==> src/rtl/core/lldq_pkg.sv <==
// ----------------------------------------------------------------------------
// lldq_pkg
// Shared types, codes and constants of the linked list deque engine.
// ----------------------------------------------------------------------------
package lldq_pkg;

  localparam int unsigned CAPACITY_DEF = 128;
  localparam int unsigned VALUE_W      = 32;
  localparam int unsigned COUNT_OUT_W  = 8;
  localparam int unsigned GRP_W        = 8;   // free map bits checked per scan cycle

  typedef enum logic [2:0] {
    MODE_PUSH_BACK  = 3'd0,
    MODE_PUSH_FRONT = 3'd1,
    MODE_POP_BACK   = 3'd2,
    MODE_POP_FRONT  = 3'd3,
    MODE_ERASE      = 3'd4,
    MODE_CLEAR      = 3'd5,
    MODE_SORT       = 3'd6,
    MODE_PEEK       = 3'd7
  } mode_e;

  typedef struct packed {
    mode_e                     mode;
    logic signed [VALUE_W-1:0] item_value;
  } in_item_t;

  typedef struct packed {
    logic                      ok;
    logic signed [VALUE_W-1:0] front_value;
    logic signed [VALUE_W-1:0] back_value;
    logic [COUNT_OUT_W-1:0]    entry_count;
    logic                      is_empty;
  } out_item_t;

  // datapath micro-operations
  typedef enum logic [3:0] {
    OP_NONE,
    OP_START,
    OP_ADD,
    OP_LINK,
    OP_SCAN,
    OP_READ,
    OP_ERASE_STEP,
    OP_DROP,
    OP_FIX,
    OP_CLEAR,
    OP_SRD_NEXT,
    OP_SRD_VAL,
    OP_BUBBLE,
    OP_PASS_END
  } dp_op_e;

  typedef struct packed {
    dp_op_e                    op;
    mode_e                     mode;
    logic signed [VALUE_W-1:0] value;
  } dp_cmd_t;

  typedef struct packed {
    logic empty;
    logic full;
    logic sort_small;   // fewer than two entries
    logic match;
    logic walk_last;
    logic scan_done;
    logic sort_last;
    logic swapped;
  } dp_status_t;

endpackage

==> src/rtl/core/lldq_ctrl.sv <==
// ----------------------------------------------------------------------------
// lldq_ctrl
// Sequencer: decodes the mode, steps the datapath, decides ok.
// ----------------------------------------------------------------------------
module lldq_ctrl (
  input  logic                 clk_i,
  input  logic                 rst_ni,
  input  logic                 in_valid_i,
  input  lldq_pkg::in_item_t   in_item_i,
  output logic                 in_ready_o,
  input  logic                 out_free_i,
  output logic                 out_load_o,
  output logic                 ok_o,
  input  lldq_pkg::dp_status_t status_i,
  output lldq_pkg::dp_cmd_t    cmd_o
);
  import lldq_pkg::*;

  typedef enum logic [12:0] {
    ST_IDLE     = 13'b0000000000001,
    ST_ADD      = 13'b0000000000010,
    ST_LINK     = 13'b0000000000100,
    ST_SCAN     = 13'b0000000001000,
    ST_READ     = 13'b0000000010000,
    ST_ERASE    = 13'b0000000100000,
    ST_DROP     = 13'b0000001000000,
    ST_FIX      = 13'b0000010000000,
    ST_CLEAR    = 13'b0000100000000,
    ST_SRD_NEXT = 13'b0001000000000,
    ST_SRD_VAL  = 13'b0010000000000,
    ST_BUBBLE   = 13'b0100000000000,
    ST_PASS_END = 13'b1000000000000
  } state_e;

  state_e state_q, state_d;
  logic   done_q, done_d, ok_q, ok_d, erase_q, erase_d;

  always_comb begin
    state_d    = state_q;
    done_d     = done_q;
    ok_d       = ok_q;
    erase_d    = erase_q;
    in_ready_o = 1'b0;
    out_load_o = 1'b0;
    cmd_o.op    = OP_NONE;
    cmd_o.mode  = in_item_i.mode;
    cmd_o.value = in_item_i.item_value;

    if (done_q) begin
      // result waits for the output register
      if (out_free_i) begin
        out_load_o = 1'b1;
        done_d     = 1'b0;
      end
    end else begin
      unique case (state_q)
        ST_IDLE: begin
          in_ready_o = 1'b1;
          if (in_valid_i) begin
            cmd_o.op = OP_START;
            ok_d     = 1'b1;
            erase_d  = (in_item_i.mode == MODE_ERASE);
            unique case (in_item_i.mode)
              MODE_PUSH_BACK, MODE_PUSH_FRONT: begin
                if (status_i.full) begin
                  ok_d   = 1'b0;
                  done_d = 1'b1;
                end else begin
                  state_d = ST_ADD;
                end
              end
              MODE_POP_BACK, MODE_POP_FRONT, MODE_ERASE: begin
                if (status_i.empty) begin
                  ok_d   = 1'b0;
                  done_d = 1'b1;
                end else begin
                  state_d = ST_READ;
                end
              end
              MODE_CLEAR: state_d = ST_CLEAR;
              MODE_SORT: begin
                if (status_i.sort_small) done_d = 1'b1;
                else state_d = ST_SRD_NEXT;
              end
              MODE_PEEK: done_d = 1'b1;
            endcase
          end
        end
        ST_ADD: begin
          cmd_o.op = OP_ADD;
          state_d  = ST_LINK;
        end
        ST_LINK: begin
          cmd_o.op = OP_LINK;
          state_d  = ST_SCAN;
        end
        ST_SCAN: begin
          cmd_o.op = OP_SCAN;
          if (status_i.scan_done) begin
            state_d = ST_IDLE;
            done_d  = 1'b1;
          end
        end
        ST_READ: begin
          cmd_o.op = OP_READ;
          state_d  = erase_q ? ST_ERASE : ST_DROP;
        end
        ST_ERASE: begin
          cmd_o.op = OP_ERASE_STEP;
          priority if (status_i.match) begin
            state_d = ST_DROP;
          end else if (status_i.walk_last) begin
            ok_d    = 1'b0;
            state_d = ST_IDLE;
            done_d  = 1'b1;
          end else begin
            state_d = ST_READ;
          end
        end
        ST_DROP: begin
          cmd_o.op = OP_DROP;
          state_d  = ST_FIX;
        end
        ST_FIX: begin
          cmd_o.op = OP_FIX;
          state_d  = ST_IDLE;
          done_d   = 1'b1;
        end
        ST_CLEAR: begin
          cmd_o.op = OP_CLEAR;
          state_d  = ST_IDLE;
          done_d   = 1'b1;
        end
        ST_SRD_NEXT: begin
          cmd_o.op = OP_SRD_NEXT;
          state_d  = ST_SRD_VAL;
        end
        ST_SRD_VAL: begin
          cmd_o.op = OP_SRD_VAL;
          state_d  = ST_BUBBLE;
        end
        ST_BUBBLE: begin
          cmd_o.op = OP_BUBBLE;
          state_d  = status_i.sort_last ? ST_PASS_END : ST_SRD_NEXT;
        end
        ST_PASS_END: begin
          cmd_o.op = OP_PASS_END;
          if (status_i.swapped) begin
            state_d = ST_SRD_NEXT;
          end else begin
            state_d = ST_IDLE;
            done_d  = 1'b1;
          end
        end
        default: state_d = ST_IDLE;
      endcase
    end
  end

  always_ff @(posedge clk_i or negedge rst_ni) begin
    if (!rst_ni) begin
      state_q <= ST_IDLE;
      done_q  <= 1'b0;
      ok_q    <= 1'b0;
      erase_q <= 1'b0;
    end else begin
      state_q <= state_d;
      done_q  <= done_d;
      ok_q    <= ok_d;
      erase_q <= erase_d;
    end
  end

  assign ok_o = ok_q;
endmodule

==> config.mk <==
export PLATFORM = sky130hd
export DESIGN_NAME = lldq_ctrl
export DESIGN_NICKNAME = d
export VERILOG_FILES = /design/src/rtl/core/lldq_pkg.sv /design/src/rtl/core/lldq_ctrl.sv
export SDC_FILE = /design/constraint.sdc
export NUM_CORES = 1
export LEC_CHECK = 0
export BUFFER_PORTS_ARGS = -buffer_cell sky130_fd_sc_hd__buf_4
export CORE_MARGIN = 1
export CORE_UTILIZATION = 49
export DETAILED_ROUTE_END_ITERATION = 8
export PLACE_DENSITY = 0.95
export SYNTH_ARGS = -nofsm -noshare
export SYNTH_HDL_FRONTEND = slang
export SYNTH_SLANG_ARGS = --single-unit
==> constraint.sdc <==
create_clock -name clk_i -period 5.1 [get_ports clk_i]
set_clock_uncertainty 0.1 [all_clocks]
set_input_delay 0.51 -clock clk_i [delete_from_list [all_inputs] [get_ports clk_i]]
set_output_delay 0.51 -clock clk_i [all_outputs]
set_load 0.03 [all_outputs]
==> summary.md, run 1 <==
| Metric | Value |
|---|---|
| Pwr dens | `587.6 mW/mm^2` |
| Drt total wl | `3501 um` |
| Skew-Pair Late Insertion Delay | `0.29 ns` |
| Cts repair resizes | `0` |
| Slew Viols, Final | `0` |
| Drt drc | `0` |
| Core outline area | `0.003337 sq mm` |
| CP max-delay cell | `nor4_1` |
| Post-synth ARST share | `1.000` |
| Synthesized cell area | `0.001714 sq mm` |
| CP max stage delay | `between 0.6 and 0.7 ns` |
| Most used DFF post-synth | `dfrtp_1` |
| Number of synthesized flops with an enable pin | `0` |
| Starting Density | `0.5137` |
| Vias in the first global route | `1149` |
| Final setup margin | `1.980 ns` |
| Ys Warns | `0` |
| Area grow syn2layout | `-4.014%` |
| Number of post-CTS setup repair buffers | `0` |
| Worst EP required | `4.49 ns` |
| Routed via count | `1329` |
| Maximum fanout along the worst path | `14` |
| Final setup TNS | `0 ns` |
| Drt wl/cell | `15.70 um` |
| CP startpoint kind | `flop` |
| CTS tree | `yes` |
| Syn Area/Cell | `8.657 sq um` |
| Die Ht | `a little over 60 um` |
| Cts bufs inserted | `3` |
| Ant. Diodes | `0` |
| Root buffer cell | `clkbuf_4` |
| Die X | `61.15 um` |
| Final Hold Fails | `0` |
| Seq/Total Area, Yosys | `0.2343` |
| RSZ-0062 raised after global routing | `false` |
| Htree depth | `1` |
| Vias per cell | `5.960` |
| CTS Sinks | `16` |
| Finish-stage setup viols | `0` |
| Flops & latches, synth | `16` |
| Rows | `21` |
| WP buf/inv | `1` |
| Peak supply drop | `0.3145 mV` |
| CP Capture Type | `output port` |
| Max_slew headroom | `0.5159` |
| DRT antenna net count | `0` |
| Synth cell types | `55` |
| Pleak | `0.7310 nW` |
| Clk buf depth | `2` |
| Crit share post-route | `0.6118` |
| Hold Path Class | `in -> reg` |
| CP most frequent cell | `nor4_1` |
| Max-cap violations | `0` |
| Post-cts hold buffer count | `1` |
| Status | `finished, final reports clean` |
| Post-route minimum period | `3.120 ns` |
| Power Total | `966.8 uW` |
| Layout cells sized above 1 | `0.2768` |
| Post-DP HPWL | `around 2600 um` |
| Die ar. | `0.003739 sq mm` |
| Largest net degree at the start of global routing | `17` |
| Final Util | `0.4931` |
| CP delay by family, top | `simple AND/OR/NAND/NOR gates` |
| Cells after Synth | `198` |
| Placed Instances | `218` |
| Initial antenna violation count | `0` |
| Fmax achieved | `320.5 MHz` |
| Crit path kind | `reg -> out` |
| CP Cell Sequence | `nor4_1 > and4_1 > nor4_1 > a211oi_1 > buf_4` |
| DR iter-0 viols | `64` |
| Pre-antenna DRT Iters | `4` |
| Global-route wire length before repair | `around 5300 um` |
| Port buffer count | `24` |
| Post-synth net total | `245` |
| DP Worst Slack | `2.326 ns` |
| Nets | `225` |
| Clock slew at reported path FFs | `0.10 ns` |
| # IOs | `89` |
| Post-Layout Cell Count | `approximately 220` |
| GP Congestion | `0.9330` |
| Worst Tran Pin Value | `0.7194 ns` |
| Data arrival time of the worst path | `2.51 ns` |
| GRT Overall Usage | `0.1936` |
| GRT overflow | `0` |
sequential cells by signal, indices dropped and copies added, names as in the netlist:
signal   count
erase_q      1
done_q       1
ok_o         1
state_q     13
report_power, final:
part           leakage [nW]  total, mW  switching, mW  internal [mW]
sequential            0.214      0.247         0.0813          0.165
combinational         0.496      0.633          0.363          0.270
clock                0.0210     0.0871         0.0436         0.0435
total                 0.731      0.967          0.488          0.479
stage by stage:
stage | instance area [sq um] | hold WS, ns
floorplan | 1714 | 0.1144
global placement | 1599 | 0.2806
detailed placement | 1599 | 0.2838
CTS | 1645 | 0.3947
global route | 1645 | 0.4043
finish | 1645 | 0.4024
synthesized netlist by cell type, drive strengths merged (2+ instances only):
cell | count | area share
or4 | 2 | 0.011
nand2 | 7 | 0.020
xor2 | 5 | 0.026
nor3b | 3 | 0.013
inv | 5 | 0.011
dfrtp | 15 | 0.22
a21oi | 3 | 0.011
mux2 | 12 | 0.096
buf | 41 | 0.19
nor2b | 6 | 0.022
a211oi | 2 | 0.0088
o21ai | 11 | 0.034
xnor2 | 2 | 0.010
nand4 | 4 | 0.015
nand3 | 4 | 0.012
o211ai | 2 | 0.0088
a32oi | 3 | 0.015
or2 | 2 | 0.0073
and4 | 2 | 0.010
nor4 | 7 | 0.026
mux2i | 3 | 0.018
nor4b | 5 | 0.033
nor2 | 14 | 0.032
nor3 | 13 | 0.041
or3 | 3 | 0.014
clkbuf | 9 | 0.020
cell type report:
class,instances,area [sq um]
Inverter,5,18.77
Timing Repair Buffer,25,190.2
Tap cell,46,57.56
Clock buffer,4,36.28
Multi-Input combinational cell,127,940.9
Sequential cell,16,401.6
Fill cell,326,1692
worst register-to-register path, stage by stage (launching register included):
cell and delay (ns):
dfrtp_1 0.53, nor4_1 0.64, and4_1 0.48, o21ai_2 0.12
nand2_4 0.24, mux2_1 0.37
cell families after synthesis:
kind of cell	count (synthesis)	share of synthesized area
compound gates	26	0.1022
flops	16	0.2343
xor+xnor	7	0.03577
buf+inv	55	0.2168
simple gates	78	0.2840
mux	16	0.1270
worst paths after layout:
path | cells after the start | slack, ns | end | start
hold reg to reg | 1 | 0.48 | erase_q | erase_q
max in group asynchronous | 2 | 4.15 | state_q[0] | rst_ni
setup / recovery | 5 | 1.98 | cmd_o[36] | state_q[5]
hold / removal | 3 | 0.40 | done_q | out_free_i
setup reg to reg | 5 | 2.50 | state_q[2] | state_q[5]
min in group asynchronous | 2 | 0.50 | state_q[9] | rst_ni
cells in the final DEF (no fill, tap or decap), types with 2 or more instances in the layout:
cell and n:
nor2_1 13, and4_1 2, buf_4 24, inv_1 5
nand4_1 4, a21oi_1 2, nand2_1 6, nor3_1 12
o21ai_0 9, dfrtp_1 15, clkbuf_4 3, nor4_1 7
or3_1 2, nor2b_1 6, xor2_1 5, nor4b_2 2
a211oi_1 2, nor4b_1 3, nor3b_1 3, xnor2_1 2
mux2_1 3, a32oi_1 3, o211ai_1 2, mux2i_1 3
nand3_1 4, mux2_4 8
metal layers:
metal	wire (um)	GRT usage
met4	62	0.07792
met2	1659	0.2966
met3	199	0.04622
met5	0	0
met1	1579	0.2623
(Power assumes the default switching activity.)
==> run 2, diff against run 1 <==
--- a/config.mk
+++ b/config.mk
@@ -7,9 +7,9 @@
 export LEC_CHECK = 0
 export BUFFER_PORTS_ARGS = -buffer_cell sky130_fd_sc_hd__buf_4
 export CORE_MARGIN = 1
-export CORE_UTILIZATION = 49
+export CORE_UTILIZATION = 41
 export DETAILED_ROUTE_END_ITERATION = 8
-export PLACE_DENSITY = 0.95
+export PLACE_DENSITY = 0.85
 export SYNTH_ARGS = -nofsm -noshare
 export SYNTH_HDL_FRONTEND = slang
 export SYNTH_SLANG_ARGS = --single-unit
==> constraint.sdc (replaced) <==
create_clock -name clk_i -period 2.65 [get_ports clk_i]
set_clock_uncertainty 0.1 [all_clocks]
set_input_delay 0.265 -clock clk_i [delete_from_list [all_inputs] [get_ports clk_i]]
set_output_delay 0.265 -clock clk_i [all_outputs]
set_load 0.03 [all_outputs]
==> run 2 against run 1 <==
Against the previous run: the run now ends with negative setup slack left; first-iteration DRC count is 100% higher; register-to-register slack worse by 2.2 ns; global-route usage shrank 2.1 points; total power rose by 120%; critical path depth increased by 1; sequential share of layout area fell by 2.0 points; sequential power is 86% higher; routed wire length is 10% higher; setup slack worse by 2.0 ns; flip-flop and latch count is the same; via count up 5.5%.
==> summary.md, run 2 (same netlist as run 1, synthesis figures left out) <==
| Metric | Value |
|---|---|
| Status | `complete, but fails checks` |
| Failing checks | `negative setup slack` |
| Drt total wl | `3867 um (+10%)` |
| Pleak | `0.8024 nW (+9.8%)` |
| Max_slew headroom | `0.6933 (+0.1774)` |
| Skew-Pair Late Insertion Delay | `0.26 ns (-0.03 ns)` |
| Rows | `23 (+9.5%)` |
| Fillers | `365 (+12%)` |
| Nets | `237 (+5.3%)` |
| Final setup TNS | `-0.01779 ns (-0.01779 ns)` |
| Pwr dens | `1180 mW/mm^2 (+100%)` |
| Starting Density | `0.4285 (-0.08516)` |
| Die Ht | `66.66 um (+9.0%)` |
| GRT Overall Usage | `0.1721 (-0.02145)` |
| Vias in the first global route | `1267 (+10%)` |
| Layout cells sized above 1 | `0.3704 (+0.09353)` |
| Power Total | `2.137 mW (+120%)` |
| Crit path kind | `reg -> out` |
| Slew Viols, Final | `0 (unchanged)` |
| Gate power share | `0.680 (+0.025)` |
| CTS Sinks | `16 (unchanged)` |
| CTS tree | `yes` |
| Htree depth | `1 (unchanged)` |
| Port buffer count | `24 (unchanged)` |
| # IOs | `89 (unchanged)` |
| Ant. Diodes | `0 (unchanged)` |
| Largest reg by FF count | `state_q` |
| Root buffer cell | `clkbuf_8` |
| Die X | `66.66 um (+9.0%)` |
| Global-route wire length before repair | `5899 um (+11%)` |
| Drt drc | `0 (unchanged)` |
| Clock slew at reported path FFs | `0.07 ns (-0.03 ns)` |
| GP Congestion | `0.9444 (+1.2%)` |
| Pre-antenna DRT Iters | `4 (unchanged)` |
| GRT overflow | `0 (unchanged)` |
| Worst EP required | `2.29 ns (-2.20 ns)` |
| Clock power frac | `0.105 (+0.015)` |
| Worst Tran Pin Value | `0.4573 ns (-0.2622 ns)` |
| Sw frac | `0.4891 (-0.01559)` |
| DRT antenna net count | `0 (unchanged)` |
| Area grow syn2layout | `5.621%` |
| Switch Pwr | `1.045 mW (+110%)` |
| Post-route minimum period | `roughly 2.7 ns` |
| Flop pwr share | `0.215 (-0.040)` |
| Max-cap violations | `0 (unchanged)` |
| Maximum fanout along the worst path | `5 (-9)` |
| Clk buf depth | `2 (unchanged)` |
| Crit share post-route | `1.007` |
| Most frequent cells in the layout | `35 x buf_4, 13 x nor2_1, 12 x dfrtp_1` |
| RSZ-0062 raised after global routing | `true` |
| Initial antenna violation count | `0 (unchanged)` |
| Cell-internal power | `1.092 mW (+130%)` |
| CP Capture Type | `output port` |
| Final Util | `0.4526 (-0.04045)` |
| CP max stage delay | `0.56 ns (-0.08 ns)` |
| Final Hold Fails | `0 (unchanged)` |
| Routed via count | `1402 (+5.5%)` |
| Data arrival time of the worst path | `2.30 ns (-0.21 ns)` |
| Commonest non-fill, non-tap cell in the layout | `buf_4` |
| Vias per cell | `5.866 (-1.6%)` |
| DR iter-0 viols | `131 (+100%)` |
| CP startpoint kind | `flop` |
| Peak supply drop | `0.4509 mV (+43%)` |
| CP Cell Sequence | `or4_4 > or3_4 > nor3_2 > nor3_1 > a211oi_2 > buf_4` |
| Hold Path Class | `in -> reg` |
| Core outline area | `0.004000 sq mm (+20%)` |
| Post-DP HPWL | `2727 um (+4.0%)` |
| CP max-delay cell | `or4_4` |
| Finish-stage setup viols | `1 (+1)` |
| Final setup margin | `-0.01779 ns (-1.998 ns)` |
| Hold_ws | `0.1888 ns (-0.2135 ns)` |
| Number of flip-flops in the largest register | `13 (unchanged)` |
| Drt wl/cell | `16.18 um (+3.1%)` |
| Worst R2R Setup Slack | `0.31 ns (-2.19 ns)` |
| Cts bufs inserted | `3 (unchanged)` |
| Largest net degree at the start of global routing | `17 (unchanged)` |
| Die ar. | `0.004444 sq mm (+19%)` |
| Fmax achieved | `374.8 MHz` |
==> run 2: changes by cell type in the layout (fill, tap and decap cells not counted), sizes merged <==
cell  previous run  this run
buf             24        36
==> run 2: metrics by stage <==
stage / instances / worst slack (ns) / cell area [sq um]
2_1_floorplan: 198 / 0.2063 / 1719
3_3_place_gp: 230 / 0.2695 / 1669
3_5_place_dp: 230 / 0.2348 / 1669
4_1_cts: 236 / 0.02163 / 1753
5_1_grt: 239 / -0.06420 / 1810
6_report: 239 / -0.01779 / 1810
==> run 2: worst paths after layout <==
| check | from | to | cells after the start |
|---|---|---|---|
| max in group asynchronous | rst_ni | state_q[0] | 2 |
| max | state_q[1] | cmd_o[36] | 6 |
| max reg2reg | state_q[5] | state_q[3] | 6 |
| min | out_free_i | done_q | 3 |
| min in group asynchronous | rst_ni | state_q[12] | 2 |
| min reg2reg | erase_q | erase_q | 1 |
==> run 2: critical path, delay by kind of cell (launching register included) <==
| kind | cells | cell delay (ns) |
|---|---|---|
| and+or+nand+nor | 4 | 1.19 |
| buffers and inverters | 1 | 0.19 |
| DFF | 1 | 0.45 |
| AOI/OAI and AO/OA | 1 | 0.21 |
==> run 2: final cells by class <==
cell class                      count  area (sq um)  share of cell area
Timing Repair Buffer               37         292.8              0.1617
Inverter                            5         18.77             0.01037
Clock buffer                        4         55.05             0.03041
Sequential cell                    16         405.4              0.2239
Tap cell                           50         62.56             0.03455
Multi-Input combinational cell    127         975.9              0.5390
==> run 2: what timing repair did <==
| action | CTS | global route |
|---|---|---|
| pin swaps | 0 | 4 |
| hold buffers | 1 | 0 |
| hold endpoints to repair | 15 | 0 |
| buffers inserted | 1 | 3 |
| resized for setup | 4 | 5 |
| setup endpoints to repair | 1 | 2 |
==> run 2: power groups by stage <==
stage	Clock [mW]	Sequential [mW]	Combinational [mW]
3_3_place_gp	0	0.446	1.30
5_1_grt	0.244	0.468	1.56
2_1_floorplan	0	0.377	1.21
3_5_place_dp	0	0.454	1.32
6_report	0.224	0.459	1.45
4_1_cts	0.222	0.450	1.35
==> run 2: routing by layer <==
metal | vias up | GRT usage | part of all wire
met5 | - | 0 | 0
met3 | 6 | 0.03425 | 0.051
li1 | 654 | - | -
met4 | 0 | 0.03723 | 0.012
met1 | 695 | 0.2242 | 0.44
met2 | 47 | 0.2904 | 0.50
